## src/rtl/spq_pkg.sv

```systemverilog
// Shared types and codes for the sorted priority queue.
`timescale 1ns / 1ps

package spq_pkg;

   typedef enum logic [1:0] {
      OP_INSERT = 2'd0,
      OP_REMOVE = 2'd1,
      OP_CLEAR  = 2'd2
   } op_type;

   typedef enum logic [1:0] {
      ST_DONE  = 2'd0,
      ST_FULL  = 2'd1,
      ST_EMPTY = 2'd2
   } status_type;

   localparam int PRIO_BITS = 8;
   localparam int WORD_BITS = 32;
   localparam int COUNT_BITS = 5;

   typedef struct packed {
      op_type                 op;
      logic [PRIO_BITS-1:0]   priority_req;
      logic [WORD_BITS-1:0]   payload;
   } req_type;

   typedef struct packed {
      status_type             status;
      logic [COUNT_BITS-1:0]  entry_count;
      logic                   head_valid;
      logic [WORD_BITS-1:0]   head_payload;
      logic [PRIO_BITS-1:0]   head_priority;
   } rsp_type;

   // Command broadcast to every cell of the chain.
   typedef struct packed {
      logic                   insert;
      logic                   remove;
      logic                   clear;
      logic [PRIO_BITS-1:0]   prio;
   } cmd_type;

endpackage

```

## src/rtl/spq_cell.sv

```systemverilog
// One slot of the queue chain: holds an entry, shifts left or right on command.
`timescale 1ns / 1ps

module spq_cell #(
   parameter int PAYLOAD_BITS = 32
) (
   input  logic                              clock,
   input  logic                              reset,
   input  spq_pkg::cmd_type                  cmd,
   input  logic [PAYLOAD_BITS-1:0]           new_payload,
   input  logic                              left_keep,
   input  logic                              left_occ,
   input  logic [spq_pkg::PRIO_BITS-1:0]     left_prio,
   input  logic [PAYLOAD_BITS-1:0]           left_payload,
   input  logic                              right_occ,
   input  logic [spq_pkg::PRIO_BITS-1:0]     right_prio,
   input  logic [PAYLOAD_BITS-1:0]           right_payload,
   output logic                              occ,
   output logic [spq_pkg::PRIO_BITS-1:0]     prio,
   output logic [PAYLOAD_BITS-1:0]           payload,
   output logic                              keep
);

   logic                              occ_ff, occ_in;
   logic [spq_pkg::PRIO_BITS-1:0]     prio_ff, prio_in;
   logic [PAYLOAD_BITS-1:0]           payload_ff, payload_in;

   // an entry of equal or higher priority stays where it is on insert
   assign keep = occ_ff && (prio_ff >= cmd.prio);

   always_comb begin
      occ_in     = occ_ff;
      prio_in    = prio_ff;
      payload_in = payload_ff;
      if (cmd.clear) begin
         occ_in = 1'b0;
      end else if (cmd.insert && !keep) begin
         if (left_keep) begin
            occ_in     = 1'b1;
            prio_in    = cmd.prio;
            payload_in = new_payload;
         end else begin
            occ_in     = left_occ;
            prio_in    = left_prio;
            payload_in = left_payload;
         end
      end else if (cmd.remove) begin
         occ_in     = right_occ;
         prio_in    = right_prio;
         payload_in = right_payload;
      end
   end

   always_ff @(posedge clock) begin
      if (reset) begin
         occ_ff <= 1'b0;
      end else begin
         occ_ff <= occ_in;
      end
   end

   always_ff @(posedge clock) begin
      prio_ff    <= prio_in;
      payload_ff <= payload_in;
   end

   assign occ     = occ_ff;
   assign prio    = prio_ff;
   assign payload = payload_ff;

endmodule

```

## src/rtl/sorted_priority_queue.sv

```systemverilog
// Sorted priority queue: top level with the cell chain, entry count and result register.
`timescale 1ns / 1ps

// Takes one operation per clock (insert, remove head, clear) and reports one result word in
// the following cycle on rsp_valid/rsp_word; the receiver cannot hold results off, so each
// word must be taken in the one cycle it is shown. busy is high only during reset. Every cell
// compares its own priority with the incoming one in parallel and shifts its entry by one
// slot, so an insert or remove moves the whole chain together whatever the occupancy.
// Entries of equal priority leave in arrival order; an insert into a full queue is dropped
// and a remove on an empty queue is ignored, each flagged in the status field.
module sorted_priority_queue #(
   parameter int CAPACITY     = 16,
   parameter int TOP_PRIORITY = 255,
   parameter int PAYLOAD_BITS = 32
) (
   input  logic              clock,
   input  logic              reset,
   input  logic              start,
   output logic              busy,
   input  spq_pkg::req_type  req_word,
   output logic              rsp_valid,
   output spq_pkg::rsp_type  rsp_word
);

   localparam int CNT_W = $clog2(CAPACITY + 1);
   localparam logic [spq_pkg::PRIO_BITS-1:0] TOP_SAT =
      (TOP_PRIORITY > 255) ? 8'd255 : 8'(TOP_PRIORITY);

   logic                                  accept;
   logic                                  full, empty;
   logic                                  ins_go, rem_go, clr_go;
   logic [spq_pkg::PRIO_BITS-1:0]         prio_sat;
   logic [PAYLOAD_BITS+spq_pkg::WORD_BITS-1:0] in_ext, head_ext;
   logic [PAYLOAD_BITS-1:0]               new_payload;
   spq_pkg::cmd_type                      cmd;

   logic [CNT_W-1:0]                      held_count_ff, held_count_in;
   logic [CNT_W+spq_pkg::COUNT_BITS-1:0]  cnt_ext;
   logic                                  rsp_valid_ff, rsp_valid_in;
   spq_pkg::status_type                   status_ff, status_in;

   logic [CAPACITY-1:0]                   occ_vec;
   logic [CAPACITY-1:0]                   keep_vec;
   logic [spq_pkg::PRIO_BITS-1:0]         prio_arr    [CAPACITY];
   logic [PAYLOAD_BITS-1:0]               payload_arr [CAPACITY];

   assign busy   = reset;
   assign accept = start && !busy;
   assign full   = (held_count_ff == CNT_W'(CAPACITY));
   assign empty  = (held_count_ff == '0);

   assign ins_go = accept && (req_word.op == spq_pkg::OP_INSERT) && !full;
   assign rem_go = accept && (req_word.op == spq_pkg::OP_REMOVE) && !empty;
   assign clr_go = accept && (req_word.op == spq_pkg::OP_CLEAR);

   assign prio_sat    = (req_word.priority_req > TOP_SAT) ? TOP_SAT : req_word.priority_req;
   assign in_ext      = {{PAYLOAD_BITS{1'b0}}, req_word.payload};
   assign new_payload = in_ext[PAYLOAD_BITS-1:0];

   assign cmd.insert = ins_go;
   assign cmd.remove = rem_go;
   assign cmd.clear  = clr_go;
   assign cmd.prio   = prio_sat;

   for (genvar i = 0; i < CAPACITY; i++) begin : g_cell
      logic                           left_keep, left_occ, right_occ;
      logic [spq_pkg::PRIO_BITS-1:0]  left_prio, right_prio;
      logic [PAYLOAD_BITS-1:0]        left_payload, right_payload;

      if (i == 0) begin : g_head
         assign left_keep    = 1'b1;
         assign left_occ     = 1'b0;
         assign left_prio    = '0;
         assign left_payload = '0;
      end else begin : g_mid
         assign left_keep    = keep_vec[i-1];
         assign left_occ     = occ_vec[i-1];
         assign left_prio    = prio_arr[i-1];
         assign left_payload = payload_arr[i-1];
      end

      if (i == CAPACITY - 1) begin : g_tail
         assign right_occ     = 1'b0;
         assign right_prio    = '0;
         assign right_payload = '0;
      end else begin : g_body
         assign right_occ     = occ_vec[i+1];
         assign right_prio    = prio_arr[i+1];
         assign right_payload = payload_arr[i+1];
      end

      spq_cell #(
         .PAYLOAD_BITS (PAYLOAD_BITS)
      ) u_cell (
         .clock         (clock),
         .reset         (reset),
         .cmd           (cmd),
         .new_payload   (new_payload),
         .left_keep     (left_keep),
         .left_occ      (left_occ),
         .left_prio     (left_prio),
         .left_payload  (left_payload),
         .right_occ     (right_occ),
         .right_prio    (right_prio),
         .right_payload (right_payload),
         .occ           (occ_vec[i]),
         .prio          (prio_arr[i]),
         .payload       (payload_arr[i]),
         .keep          (keep_vec[i])
      );
   end

   always_comb begin
      held_count_in = held_count_ff;
      if (clr_go) begin
         held_count_in = '0;
      end else if (ins_go) begin
         held_count_in = held_count_ff + CNT_W'(1);
      end else if (rem_go) begin
         held_count_in = held_count_ff - CNT_W'(1);
      end
   end

   always_comb begin
      status_in = spq_pkg::ST_DONE;
      if (req_word.op == spq_pkg::OP_INSERT && full) begin
         status_in = spq_pkg::ST_FULL;
      end else if (req_word.op == spq_pkg::OP_REMOVE && empty) begin
         status_in = spq_pkg::ST_EMPTY;
      end
   end

   assign rsp_valid_in = accept;

   always_ff @(posedge clock) begin
      if (reset) begin
         held_count_ff <= '0;
         rsp_valid_ff  <= 1'b0;
      end else begin
         held_count_ff <= held_count_in;
         rsp_valid_ff  <= rsp_valid_in;
      end
   end

   // hold the status of the last accepted word
   always_ff @(posedge clock) begin
      if (accept) begin
         status_ff <= status_in;
      end
   end

   assign cnt_ext  = {{spq_pkg::COUNT_BITS{1'b0}}, held_count_ff};
   assign head_ext = {{spq_pkg::WORD_BITS{1'b0}}, payload_arr[0]};

   assign rsp_valid              = rsp_valid_ff;
   assign rsp_word.status        = status_ff;
   assign rsp_word.entry_count   = cnt_ext[spq_pkg::COUNT_BITS-1:0];
   assign rsp_word.head_valid    = occ_vec[0];
   assign rsp_word.head_payload  = occ_vec[0] ? head_ext[spq_pkg::WORD_BITS-1:0] : '0;
   assign rsp_word.head_priority = occ_vec[0] ? prio_arr[0] : '0;

   a_rsp_follows: assert property (@(posedge clock) disable iff (reset)
      accept |=> rsp_valid_ff)
      else $error("accepted word produced no result");

   a_no_spurious: assert property (@(posedge clock) disable iff (reset)
      !accept |=> !rsp_valid_ff)
      else $error("result without an accepted word");

   a_occ_count: assert property (@(posedge clock) disable iff (reset)
      $countones(occ_vec) == int'(held_count_ff))
      else $error("cell occupancy disagrees with entry count");

   a_head_valid: assert property (@(posedge clock) disable iff (reset)
      occ_vec[0] == (held_count_ff != '0))
      else $error("head cell occupancy disagrees with entry count");

   a_full_drop: assert property (@(posedge clock) disable iff (reset)
      (accept && req_word.op == spq_pkg::OP_INSERT && full)
         |=> (held_count_ff == CNT_W'(CAPACITY)) && (status_ff == spq_pkg::ST_FULL))
      else $error("insert into full queue changed the count");

endmodule
```

## config.mk

```make
export PLATFORM = sky130hd
export DESIGN_NAME = sorted_priority_queue
export DESIGN_NICKNAME = d
export VERILOG_FILES = /design/src/rtl/spq_pkg.sv /design/src/rtl/spq_cell.sv /design/src/rtl/sorted_priority_queue.sv
export SDC_FILE = /design/constraint.sdc
export NUM_CORES = 2
export LEC_CHECK = 0
export BUFFER_PORTS_ARGS = -buffer_cell sky130_fd_sc_hd__buf_4
export CAP_MARGIN = 20
export CORE_MARGIN = 2
export CORE_UTILIZATION = 57
export CTS_CLUSTER_SIZE = 40
export DETAILED_ROUTE_END_ITERATION = 10
export PLACE_DENSITY = 0.77
export SETUP_SLACK_MARGIN = 0.15
export SLEW_MARGIN = 20
export SYNTH_ARGS = -nofsm -noshare
export SYNTH_HDL_FRONTEND = slang
export SYNTH_SLANG_ARGS = --single-unit
```

## constraint.sdc

```tcl
create_clock -name clock -period 3.8 [get_ports clock]
set_input_delay 0.19 -clock clock [delete_from_list [all_inputs] [get_ports clock]]
set_output_delay 0.19 -clock clock [all_outputs]
set_load 0.005 [all_outputs]
```

# Word level (Yosys, flattened, before mapping)
# Cells that the tools add are included.
# Widths: inputs -> output; s select.
[word_totals]
reg_bits = 664
input_bits = 45
word_cells = 316
[op_classes]
addsub = 2
n_lt_le_gt_ge = 17
eq_ne = 3
mux = 147
bitwise_logic = 1
n_reduce_logical = 95
[op_table]
columns = ["op", "count"]
rows = [
  ["$mux 32", 48],
  ["$mux 8", 49],
  ["$ge 8x8->1", 16],
  ["$mux 1", 47],
  ["$logic_and 1x1->1", 40],
  ["$reduce_bool 2->1", 17],
  ["$reduce_and 2->1", 16],
  ["$logic_not 1->1", 19],
  ["$mux 5", 2],
  ["$gt 8x8->1 const B", 1],
  ["$add 5x1->5 const B", 1],
  ["$eq 5x5->1 const B", 1],
  ["$logic_not 5->1", 1],
  ["$sub 5x1->5 const B", 1],
  ["$eq 2x1->1 const B", 1],
  ["$eq 2x2->1 const B", 1],
  ["$logic_not 2->1", 1],
  ["$mux 2", 1],
  ["$reduce_or 2->1", 1],
  ["$not 1->1", 1],
]

# Depth between registers and ports, before layout
[depth]
word_depth = 8
depth_mapped = 12

# By module
# From an unflattened synthesis, not the netlist that was laid out.
[hier_totals]
cells_unflattened = 2789
area_unflattened_um2 = 40323.7
[by_module_without_submodules]
columns = ["mod", "n_inst", "cells_per_inst", "area_per_inst_um2"]
rows = [
  ["spq_cell", 16, 168, 2467.4],
  ["sorted_priority_queue", 1, 101, 845.8],
]

# Least setup slack after synthesis
# Ideal clock, no wire load.
[synth_path]
path_kind = "input to register"
start = "in req_word[37] in the netlist's numbering"
end = "reg g_cell[15].u_cell.payload_ff[0], enable pin"
arrival_ps = 3150
path_slack_ps = 252
path_stages = 10
n_path_buf = 3
path_cell_list = "clkbuf_1 > clkbuf_1 > inv_1 > ha_1 > a21o_1 > a211o_1 > o211ai_1 > o211ai_1 > clkbuf_1 > nand2_1"
[synth_between]
elab_chain_cells = 8
[synth_rtl]
columns = ["item", "line", "text"]
rows = [
  ["start: declaration", "sorted_priority_queue.sv:20", "input spq_pkg::req_type req_word,"],
  ["$gt 8x8->1", "sorted_priority_queue.sv:56", "assign prio_sat = (req_word.priority_req > TOP_SAT) ? TOP_SAT : req_word.priority_req;"],
  ["$mux 8 *", "sorted_priority_queue.sv:56", ""],
  ["$ge 8x8->1 *", "spq_cell.sv:29", "assign keep = occ_ff && (prio_ff >= cmd.prio);"],
  ["$logic_and 1x1->1 *", "spq_cell.sv:29", ""],
  ["$logic_not 1->1 *", "spq_cell.sv:37", "end else if (cmd.insert && !keep) begin"],
  ["$logic_and 1x1->1 *", "spq_cell.sv:37", ""],
  ["$reduce_bool 2->1 (no source line) *", "--", ""],
  ["$reduce_and 2->1 (no source line) *", "--", ""],
  ["end signal: assignment", "spq_cell.sv:64", "payload_ff <= payload_in;"],
  ["end: declaration", "spq_cell.sv:26", "logic [PAYLOAD_BITS-1:0] payload_ff, payload_in;"],
]
# Every way passes the cells marked *; elsewhere a longest branch is shown, timed or not.
# A chain may end at the register's enable or synchronous reset.

# Final worst setup path
[layout_path]
start = "in req_word[36] in the netlist's numbering"
end = "reg g_cell[14].u_cell.payload_ff[1], data pin"
[layout_between]
elab_chain_cells = 7
elab_cells_between_ends = 10
[layout_rtl]
columns = ["item", "line"]
rows = [
  ["$gt 8x8->1", "sorted_priority_queue.sv:56"],
  ["$mux 8 *", "sorted_priority_queue.sv:56"],
  ["$ge 8x8->1", "spq_cell.sv:29"],
  ["$logic_and 1x1->1", "spq_cell.sv:29"],
  ["$logic_not 1->1", "spq_cell.sv:37"],
  ["$logic_and 1x1->1", "spq_cell.sv:37"],
  ["$mux 32 *", "spq_cell.sv:37"],
  ["end signal: assignment", "spq_cell.sv:64"],
  ["end: declaration", "spq_cell.sv:26"],
]
# Marked as above.

==> tab_implementation.tex <==
\begin{tabular}{lr}
\hline
Metric & Value \\
\hline
\multicolumn{2}{l}{\textbf{Power}} \\
Sequential group share of total power & 0.510 \\
Net switching share of the total power & 0.237 \\
Post-route total power & 0.0164 W \\
Worst supply voltage drop on vdd & approximately 280 uV \\
Clk network pwr share & 0.416 \\
Lkg Pwr & between 15 and 20 nW \\
Logic gate share of total power & 0.074 \\
Design internal power & 0.0125 W \\
Power per cell area & 406 nW/um\^{}2 \\
Switching power & 0.00388 W \\
\multicolumn{2}{l}{\textbf{Finish}} \\
Fraction of final layout cells with drive strength greater than 1 & 0.101 \\
Area of the multi-input gates & about 15,000 sq um \\
Fill cell total of the finished layout & 4,778 \\
Growth of design area from synthesis to finish & 10.7\% \\
Final Util & 0.639 \\
Area occupied by registers & 19,700 sq um \\
Layout Nets & about 3,400 \\
Diodes inserted & 0 \\
\multicolumn{2}{l}{\textbf{GRT}} \\
Global-route usage over all layers & 0.285 \\
Number of global-route vias before repair & 26,157 \\
First-pass GRT wire length & roughly 150,000 um \\
Aggregate global routing overflow & 0 \\
Pin count of the biggest net entering global routing & 82 \\
Initial antenna violation count & 0 \\
\multicolumn{2}{l}{\textbf{Logic synthesis}} \\
Post-synthesis sequential element count & between 600 and 700 \\
Synth cell types & 45 \\
Predominant post-synthesis flop cell & sky130\_fd\_sc\_hd\_\_edfxtp\_1 \\
Synthesized netlist cell count & $\sim$3,200 \\
Most used standard cell by instance count after synthesis & sky130\_fd\_sc\_hd\_\_edfxtp\_1 \\
Async set-or-reset flop fraction in the synthesized netlist & 0 \\
Cell area after synthesis & roughly 36,000 sq um \\
Largest cells by area after synthesis & sky130\_fd\_sc\_hd\_\_edfxtp\_1, sky130\_fd\_sc\_hd\_\_mux2i\_1, sky130\_fd\_sc\_hd\_\_a21oi\_1, sky130\_fd\_sc\_hd\_\_nor2\_1, sky130\_fd\_sc\_hd\_\_ha\_1 \\
Cell types with the highest counts after synthesis & sky130\_fd\_sc\_hd\_\_edfxtp\_1, sky130\_fd\_sc\_hd\_\_mux2i\_1, sky130\_fd\_sc\_hd\_\_nor2\_1 \\
Top cell type by total area after synthesis & sky130\_fd\_sc\_hd\_\_edfxtp\_1 \\
Proportion of netlist area held by the largest area contributor & 0.528 \\
Number of warnings reported in the yosys synthesis log & 0 \\
Sequential element share of the synthesized area & 0.540 \\
Number of enable flip-flop cells after synthesis & about 640 \\
Syn\_nets & 3,413 \\
Synthesized area per cell & 11.3 sq um \\
\multicolumn{2}{l}{\textbf{STA}} \\
Clock skew after layout & between 0.015 and 0.02 ns \\
Measured slew at the worst slew-check pin & $\sim$0.68 ns \\
Max-slew violation total from the final report & 0 \\
Setup violations, final & 0 \\
Tightest slew margin relative to the limit & 0.547 \\
RSZ-0062 raised after global routing & false \\
Share of the clock period used by the worst path & 0.787 \\
Fin crit period & $\sim$3 ns \\
Fmax & around 330 MHz \\
Count of endpoints failing hold in the final timing report & 0 \\
Sum of negative setup slack & 0 ns \\
\multicolumn{2}{l}{\textbf{Clocking}} \\
CTS Sinks & 664 \\
Worst-skew pair later-pin latency & 0.63 ns \\
Bufs on Longest Clock Path & 3 \\
CTS tree & built \\
Count of instances resized after the clock tree is built & 0 \\
Setup fix buffers added after clock tree synthesis & 0 \\
Register clock-pin slew on the reported worst setup and hold paths & around 0.060 ns \\
Cts bufs inserted & 73 \\
Number of buffers inserted by hold repair at cts & 17 \\
CTS H-Tree Depth & 3 \\
Buffer cell driving the clock tree root & sky130\_fd\_sc\_hd\_\_clkbuf\_16 \\
\multicolumn{2}{l}{\textbf{Worst setup path}} \\
Worst reg2reg path endpoint & g\_cell[14].u\_cell.payload[1] \\
Chain of cells forming the critical path & dlygate4sd3\_1 -> buf\_4 -> inv\_1 -> ha\_1 -> o211ai\_1 -> nor2\_1 -> a21oi\_4 -> buf\_4 -> mux2i\_1 -> o21ai\_0 \\
Critical path launch point type & input pin \\
Biggest cell delay along the critical path & roughly 0.54 ns \\
Worst path slowest cell & sky130\_fd\_sc\_hd\_\_dlygate4sd3\_1 \\
Biggest fanout along the worst timing path & 22 \\
Nature of the critical path endpoint & flop \\
Required time of the critical path & 4.15 ns \\
Launching point of the worst reg2reg path & g\_cell[13].u\_cell.prio[2] \\
Data arrival time of the critical path & roughly 3.3 ns \\
Slack of the worst reg-to-reg path & $\sim$0.85 ns \\
Cell type group with the largest total delay on the critical path & buffers and inverters \\
Cell mode on critical path & sky130\_fd\_sc\_hd\_\_buf\_4 \\
Depth of the worst register-to-register path & 7 \\
Crit path kind & in2reg \\
Number of buffer and inverter stages on the critical path & 4 \\
\multicolumn{2}{l}{\textbf{Drt}} \\
Antenna viol nets, final & 0 \\
Aggregate routed wire length & approximately 95,000 um \\
Via count & $\sim$26,000 \\
Length of the first detailed-routing pass in iterations & 5 \\
Detailed Route Iter0 Violations & a little under 3,000 \\
Via/cell ratio & about 6.3 \\
Detailed-route wire length per cell & between 20 and 25 um \\
DRC errors left & 0 \\
\multicolumn{2}{l}{\textbf{Place}} \\
Number of buffers added on ports & 94 \\
Weighted congestion at the end of routability-driven global placement & 0.880 \\
Post-detailed-placement half-perimeter wirelength & 61,100 um \\
\multicolumn{2}{l}{\textbf{Min path}} \\
Worst hold path startpoint & req\_word[19] \\
Classification of the worst-slack hold path & in2reg \\
Worst Hold Path EP & g\_cell[0].u\_cell.payload[19] \\
Worst hold path depth & 2 \\
\multicolumn{2}{l}{\textbf{Die}} \\
Starting density of the core & 0.577 \\
Die width & 257 um \\
Vertical die dimension & 257 um \\
Number of cell rows & between 90 and 100 \\
Die outline area & about 66,000 sq um \\
Number of top-level pins & 95 \\
Core area & approximately 63,000 sq um \\
\multicolumn{2}{l}{\textbf{Flow run}} \\
Maximum Capacitance Violations & 0 \\
\multicolumn{2}{l}{\textbf{Outcome}} \\
Outcome & completed \\
\hline
\end{tabular}
-- final cells by class --
cell class | count | share of cell area
tap | 846 | 0.0262
sequential | 664 | 0.488
multi-input combinational | 2275 | 0.380
clock buffer | 96 | 0.0492
clock inverter | 31 | 0.00607
inverter | 40 | 0.00372
timing repair buffer | 201 | 0.0468
-- registers in the layout, indices dropped and copies added (netlist names) --
| name | cells |
|---|---|
| g_cell.u_cell.occ | 16 |
| g_cell.u_cell.payload | 512 |
| g_cell.u_cell.prio | 128 |
| held_count_ff | 5 |
| rsp_valid | 1 |
| status_ff | 2 |
-- worst max path at each step --
stage	start	end	slack, ns	cells past startpoint
2_1_floorplan	req_word[37]	g_cell[15].u_cell.payload[0]	0.25	10
3_3_place_gp	req_word[38]	g_cell[0].u_cell.prio[6]	0.71	10
3_5_place_dp	req_word[33]	g_cell[14].u_cell.payload[1]	0.58	9
4_1_cts	req_word[36]	g_cell[14].u_cell.payload[1]	0.86	10
5_1_grt	req_word[36]	g_cell[9].u_cell.payload[22]	0.69	11
6_report	req_word[36]	g_cell[14].u_cell.payload[1]	0.81	10
-- metrics by stage --
stage	setup slack (ns)	instances	cell area (sq um)	hold WS, ns
2_1_floorplan	0.252	3236	36500	0.386
3_3_place_gp	0.705	4009	38000	0.499
3_5_place_dp	0.580	4009	38000	0.510
4_1_cts	0.857	4153	40400	0.0000274
5_1_grt	0.688	4153	40400	0.0280
6_report	0.808	4153	40400	0.0281
-- cells in the final DEF, fill, tap and decap left out, types with 3 or more instances in the layout --
master / count
sky130_fd_sc_hd__clkinv_2: 11
sky130_fd_sc_hd__xnor2_1: 4
sky130_fd_sc_hd__nor2_1: 602
sky130_fd_sc_hd__edfxtp_1: 642
sky130_fd_sc_hd__nand2_2: 17
sky130_fd_sc_hd__a41oi_1: 12
sky130_fd_sc_hd__a311oi_1: 7
sky130_fd_sc_hd__o211ai_1: 17
sky130_fd_sc_hd__nand2b_1: 3
sky130_fd_sc_hd__nand2_1: 74
sky130_fd_sc_hd__a211oi_1: 5
sky130_fd_sc_hd__mux2i_1: 604
sky130_fd_sc_hd__a22oi_2: 12
sky130_fd_sc_hd__o21ai_0: 80
sky130_fd_sc_hd__inv_1: 40
sky130_fd_sc_hd__and2_2: 13
sky130_fd_sc_hd__clkbuf_1: 19
sky130_fd_sc_hd__ha_1: 131
sky130_fd_sc_hd__dlygate4sd3_1: 17
sky130_fd_sc_hd__clkinv_1: 11
sky130_fd_sc_hd__clkbuf_16: 76
sky130_fd_sc_hd__a22oi_1: 6
sky130_fd_sc_hd__buf_4: 157
sky130_fd_sc_hd__nand3_1: 22
sky130_fd_sc_hd__mux2_1: 38
sky130_fd_sc_hd__a21oi_1: 547
sky130_fd_sc_hd__nor3b_1: 12
sky130_fd_sc_hd__and2_1: 40
sky130_fd_sc_hd__a21o_1: 6
sky130_fd_sc_hd__buf_12: 27
sky130_fd_sc_hd__dfxtp_1: 21
-- kinds of logic (layout without fill, tap and decap cells) --
kind of cell / Yosys count / count (layout) / synth area share
muxes: 644 / 644 / 0.178
adders and majority gates: 132 / 132 / 0.0455
buffers and inverters: 297 / 368 / 0.0437
and+or+nand+nor: 789 / 789 / 0.0879
DFF: 664 / 664 / 0.540
xor gates and xnor gates: 4 / 4 / 0.000960
AOI/OAI and AO/OA: 706 / 706 / 0.104
-- routing by layer --
layer / wire [um] / track usage / vias up
li1: - / - / 11886
met1: 39800 / 0.394 / 12778
met2: 43400 / 0.453 / 1275
met3: 8930 / 0.0517 / 184
met4: 2950 / 0.104 / 0
met5: 0 / 0 / -
-- power by group through the flow --
stage / combinational (W) / sequential, W / clock, W
floorplan: 0.000782 / 0.00846 / 0
global placement: 0.00113 / 0.00849 / 0
detailed placement: 0.00118 / 0.00850 / 0
CTS: 0.00120 / 0.00834 / 0.00689
global route: 0.00133 / 0.00836 / 0.00716
finish: 0.00122 / 0.00835 / 0.00681
Power figures use the tool's default switching activity.
